<file path="src/sv/rti_pkg.sv">
// Shared types and constants for the rectilinear trilinear interpolator.
// No dependencies; every other file imports it.
package rti_pkg;

  localparam int AXIS_DEPTH_DEF = 64;
  localparam int GRID_DEPTH_DEF = 4096;
  localparam int FRAC_BITS_DEF  = 16;

  localparam int SIZE_W      = 7;
  localparam int WORD_W      = 32;
  localparam int ADDR_W      = 12;
  localparam int IDX_W       = 32;
  localparam int CFG_IDX_W   = 2;
  localparam int S_TDATA_W   = 112;
  localparam int S_TUSER_W   = 4;
  localparam int M_TDATA_W   = 96;
  localparam int DIV_W       = 24;
  localparam int DIV_CNT_W   = 5;
  localparam int QUEUE_DEPTH = 4;
  localparam int QP_W        = 2;

  typedef enum logic [1:0] {
    ACT_AXIS_WR = 2'd0,
    ACT_GRID_WR = 2'd1,
    ACT_QUERY   = 2'd2
  } action_t;

  localparam logic [1:0] AXIS_X = 2'd0;
  localparam logic [1:0] AXIS_Y = 2'd1;
  localparam logic [1:0] AXIS_Z = 2'd2;

  localparam logic [CFG_IDX_W-1:0] REG_SIZE_X = 2'd0;
  localparam logic [CFG_IDX_W-1:0] REG_SIZE_Y = 2'd1;
  localparam logic [CFG_IDX_W-1:0] REG_SIZE_Z = 2'd2;

  typedef enum logic [1:0] {
    KIND_AXIS_WR,
    KIND_GRID_WR,
    KIND_QUERY
  } kind_t;

  typedef struct packed {
    kind_t                     kind;
    logic [1:0]                axis;
    logic [ADDR_W-1:0]         addr;
    logic signed [WORD_W-1:0]  a;
    logic signed [WORD_W-1:0]  b;
    logic signed [WORD_W-1:0]  c;
    logic                      last;
  } cmd_t;

  typedef struct packed {
    logic [WORD_W-1:0]    rem0;
    logic [DIV_W-1:0]     low0;
    logic [WORD_W-1:0]    den;
    logic [DIV_CNT_W-1:0] steps;
  } div_req_t;

  typedef enum logic [4:0] {
    ST_IDLE, ST_MIN, ST_MAX, ST_CHK, ST_GDIV, ST_G0A, ST_G0B, ST_G1,
    ST_BADDR, ST_BCMP, ST_FLO, ST_FHI, ST_FHI2, ST_FRAC, ST_FDIV, ST_NEXT,
    ST_MUL1, ST_MUL2, ST_BASE, ST_FETCH, ST_LMUL, ST_LADD, ST_OUT
  } state_t;

endpackage

</file>
<file path="src/sv/rti_fifo.sv">
// Short command queue between the front and back ends.
// Depends on rti_pkg.
module rti_fifo import rti_pkg::*; (
  input  logic clk,
  input  logic rst,
  input  logic push,
  input  cmd_t din,
  output logic full,
  input  logic pop,
  output cmd_t dout,
  output logic empty
);

  cmd_t            slots [QUEUE_DEPTH];
  logic [QP_W-1:0] wr_ptr;
  logic [QP_W-1:0] rd_ptr;
  logic [QP_W:0]   count;

  assign full  = (count == (QP_W+1)'(QUEUE_DEPTH));
  assign empty = (count == '0);
  assign dout  = slots[rd_ptr];

  always_ff @(posedge clk) begin
    if (rst) begin
      wr_ptr <= '0;
      rd_ptr <= '0;
      count  <= '0;
    end else begin
      if (push) wr_ptr <= wr_ptr + 1'b1;
      if (pop)  rd_ptr <= rd_ptr + 1'b1;
      if (push && !pop)      count <= count + 1'b1;
      else if (pop && !push) count <= count - 1'b1;
    end
  end

  always_ff @(posedge clk) begin
    if (push) slots[wr_ptr] <= din;
  end

endmodule

</file>
<file path="config.mk">
export PLATFORM = sky130hd
export DESIGN_NAME = rti_fifo
export DESIGN_NICKNAME = d
export VERILOG_FILES = /design/src/sv/rti_pkg.sv /design/src/sv/rti_fifo.sv
export SDC_FILE = /design/constraint.sdc
export NUM_CORES = 1
export LEC_CHECK = 0
export BUFFER_PORTS_ARGS = -buffer_cell sky130_fd_sc_hd__buf_4
export CAP_MARGIN = 20
export CORE_AREA = 10 10 208 171
export DETAILED_ROUTE_END_ITERATION = 16
export DIE_AREA = 0 0 218 181
export PLACE_DENSITY = 0.74
export SYNTH_ARGS = -nofsm -noshare
export SYNTH_HDL_FRONTEND = slang
export SYNTH_SLANG_ARGS = --single-unit
</file>
<file path="constraint.sdc">
create_clock -name clk -period 9.3 [get_ports clk]
set_input_delay 0.465 -clock clk [delete_from_list [all_inputs] [get_ports clk]]
set_output_delay 0.465 -clock clk [all_outputs]
set_load 0.05 [all_outputs]
</file>
; ---- Word level (Yosys, flattened, before mapping)
; Memories as Yosys holds them, arrays and structs flattened. A register that Yosys moved wholly into a read port is not among the register bits.
; Cells that the tools add are included.
[classes]
n_addsub = 4
eq_ne = 1
mux = 6
reduce_logical = 6
[ops]
columns = op, n
row1 = $mux W3, 2
row2 = $add A2 B1 Y2 const B, 2
row3 = $mux W2, 2
row4 = $add A3 B1 Y3 const B, 1
row5 = $eq A3 B3 Y1 const B, 1
row6 = $logic_not A3 Y1, 1
row7 = $sub A3 B1 Y3 const B, 1
row8 = $logic_and A1 B1 Y1, 2
row9 = $logic_not A1 Y1, 2
row10 = $mux W1, 2
row11 = $reduce_bool A2 Y1, 1
[word_totals]
reg_bits = 7
ram_bits = 452
in_bits = 117
out_inout_bits = 115
elab_cells = 21
mem_count = 1
[memory_table]
columns = name, words, width, read_ports, rd_clocked_by_memory_dff, wr, line
row1 = slots, 4, 113, 1, 1, 1, rti_fifo.sv:14  ; cmd_t slots [QUEUE_DEPTH];

; ---- Longest topological paths before layout
[logic_depth]
depth_word = 4
ltp_mapped = 7
mapped_depth_nobuf = 7

; ---- Worst setup path before layout
; Ideal clock, no wire load.
[synth_timing]
path_kind = flip-flop to flip-flop
start = register wr_ptr[0]
end = memory slots[0][0] (netlist bit) (enable)
setup_time_ns = 0.485
arrival_time_ns = 3.144
required_ns = 8.815
path_slack_ns = 5.671
path_stages_with_launch = 4
path_buffers = 0
period_less_slack_ns = 3.629
cell_sequence = dfxtp_1 inv_1 ha_1 and2_1
[synth_lines]
columns = item, line
row1 = start: declaration, rti_fifo.sv:15  ; logic [QP_W-1:0] wr_ptr;
row2 = start signal: assignment, rti_fifo.sv:29  ; if (push) wr_ptr <= wr_ptr + 1'b1;
row3 = end: declaration, rti_fifo.sv:14
; Straight into the memory's write port.

==> summary.txt <==
Placement
  • PortBufs: 231
  • GP Congestion: 0.679
  • DP HPWL: 19900 microns
  • Post-Place Setup Slack: 6.07 ns
  • Placed Area: 18900 sq um

Drt
  • Via count: between 7000 and 8000
  • DRC viols: 0
  • Vias/cell: 5.52
  • Final wirelength: around 33000 microns
  • DRT antenna net count: 0
  • Per-cell routed wire length: 24.3 microns
  • First-pass DRT Iterations: 5
  • Initial DRC count: about 500

Yosys
  • Syn avg cell area: between 20 and 30 sq um
  • Synth async-reset ratio: 0%
  • Ys flop type: edfxtp_1
  • Top cells by instance count after synthesis: edfxtp_1, mux4_2, buf_2, dfxtp_1, buf_8
  • Post-synth EDFFs: 452
  • Syn_nets: 758
  • Yosys top cell area share: between 80% and 90%
  • Seq/Total Area, Yosys: 82.1%
  • Syn. warnings: 0
  • Cells after Synth: 635
  • Yosys cell types: 21
  • Yosys top cell by area: edfxtp_1
  • Synth top area cells: edfxtp_1, mux4_2, dfxtp_1
  • Post-synthesis register bit count: 461
  • Cell area after synthesis: 16800 sq um
  • Most frequent cell after synthesis: edfxtp_1

Timing
  • Final WS setup: 5.60 ns
  • Clk_skew: approximately 0.01 ns
  • Setup_tns: 0 ns
  • Final slew viol count: 0
  • Slew @ Worst Pin: approximately 1.1 ns
  • Endpoints failing hold: 0
  • Highest clock rate: 270 MHz
  • Slew margin rel.: 28.8%
  • Tcrit/Tclk final: between 30% and 40%
  • Fin crit period: 3.70 ns
  • RSZ-0062 raised after global routing: false
  • # setup viols final: 0

Floorplan
  • Die height: 181 microns
  • Starting Density: roughly 54%
  • Core area: 31200 sq um
  • # IOs: 232
  • Die width: between 200 and 250 microns
  • Row count: 58
  • Die area: between 30000 and 40000 sq um

Worst setup path
  • Critical-path cell list: buf_4 > mux4_2 > buf_4
  • CP Class: reg2out
  • Bufs and invs on worst path: 2
  • Worst EP required: approximately 9 ns
  • Max stage delay on crit path: 0.87 ns
  • CP Capture Type: output port
  • Worst R2R Setup Slack: ~6.7 ns
  • Cell mode on critical path: buf_4
  • WP data arrival: 3.24 ns
  • Crit-path max FO: between 40 and 50
  • CP Launch Type: flip-flop
  • Cell family with most CP delay: buffers and inverters
  • CP max stage cell: dfxtp_4

Power and ir drop
  • Cell Pwr Density: 237 nW/um^2
  • Worst IR drop on VDD: about 190 uV
  • Pwr Total: about 4800 uW
  • Pleak: 0.00676 uW

Clock network
  • CTS buffer count: 43
  • Register clock-pin slew on the reported worst setup and hold paths: around 0.06 ns
  • Post-CTS sizing: 0
  • CTS tree: done
  • Hold-fix buffers, CTS: 0
  • Post-CTS Setup Repair Bufs: 0
  • H-tree depth: 2
  • Clk_lat worst skew: 0.53 ns
  • Clock buffer depth: 3
  • Root buf cell: clkbuf_16
  • CTS Sinks: 461

GRT
  • Met3 GRT Util: 5.38%
  • M1 GR Usage: roughly 22%
  • Initial antenna violation count: 1
  • Largest net degree at the start of global routing: 70
  • First-pass GRT wire length: 49400 microns
  • GR Overflow Total: 0
  • GR peak layer: met2
  • Vias in the first global route: roughly 7900
  • Global router's overall resource usage: 16.4%
  • Met2 Use GR: 25.1%

Run status
  • Status: complete, no violations

Final layout
  • Final Util: between 60% and 70%
  • Final Instance Area: 20200 sq um
  • Area grow syn2layout: 20.5%
  • Nets: 1014
  • Share of post-route cells with drive strength above 1: 44.8%

Job
  • Maxcap violations: 0

Hold path
  • Hold Path Class: in2reg
==> logic make-up (layout without fill, tap and decap cells) <==
kind of cell | count (synthesis) | count (layout) | share of synthesized area (%)
DFF | 461 | 461 | 82.1
AOI/OAI and AO/OA | 2 | 2 | 0.0597
and+or+nand+nor | 15 | 15 | 0.441
xor gates and xnor gates | 5 | 5 | 0.261
buffers and inverters | 31 | 317 | 1.37
muxes | 115 | 115 | 15.3
other | 0 | 3 | 0
adders and majority gates | 6 | 6 | 0.493
==> flip-flops by register name, summed over array words and instances (netlist names), named ones only <==
name and count:
wr_ptr 2, rd_ptr 2, count 3, slots 452
==> power breakdown <==
part | switching, uW | internal [uW]
Clock | 701 | 936
Sequential | 40.2 | 2390
Combinational | 467 | 250
Total | 1210 | 3570
==> per-layer routing <==
metal / part of all wire, % / up-vias
met3: 8.5 / 40
met4: 1.5 / 0
met1: 42 / 3881
li1: - / 3235
met5: 0 / -
met2: 48 / 263
==> metrics by stage <==
stage                     instances  hold WS [ns]
after detailed placement       1266         0.510
after floorplan                 635         0.466
after global placement         1266         0.477
final                          1344         0.127
after global routing           1342         0.104
after CTS                      1341         0.101
==> cells in the final DEF (no fill, tap or decap), drive strengths merged <==
cell type,netlist,final
xor2,3,3
xnor2,2,2
bufinv,0,2
clkinvlp,0,1
nand2,1,1
inv,4,5
nor3,1,1
diode,0,3
ha,5,5
and2,4,4
mux2i,2,2
a21oi,1,1
clkbuf,6,54
fa,1,1
o21ai,1,1
nor2,7,7
or3,1,1
buf,21,238
clkinv,0,17
edfxtp,452,452
dfxtp,9,9
nor3b,1,1
mux4,113,113
==> layout make-up <==
class	count	area [sq um]
Clock inverter	21	149
Inverter	4	15.0
Antenna cell	3	7.51
Multi-Input combinational cell	143	2790
Timing Repair Buffer	238	1790
Sequential cell	461	13800
Tap cell	420	526
Clock buffer	54	1160
Fill cell	2037	11000
==> final timing paths <==
kind                   from            to  depth (start not counted)
setup / recovery  flip-flop      dout[77]                          3
hold / removal      din[41]  slots[0][41]                          1
setup reg to reg  wr_ptr[0]  slots[0][95]                          4
hold reg to reg    count[2]      count[2]                          2
No activity file was read; power rests on OpenSTA's default activity.
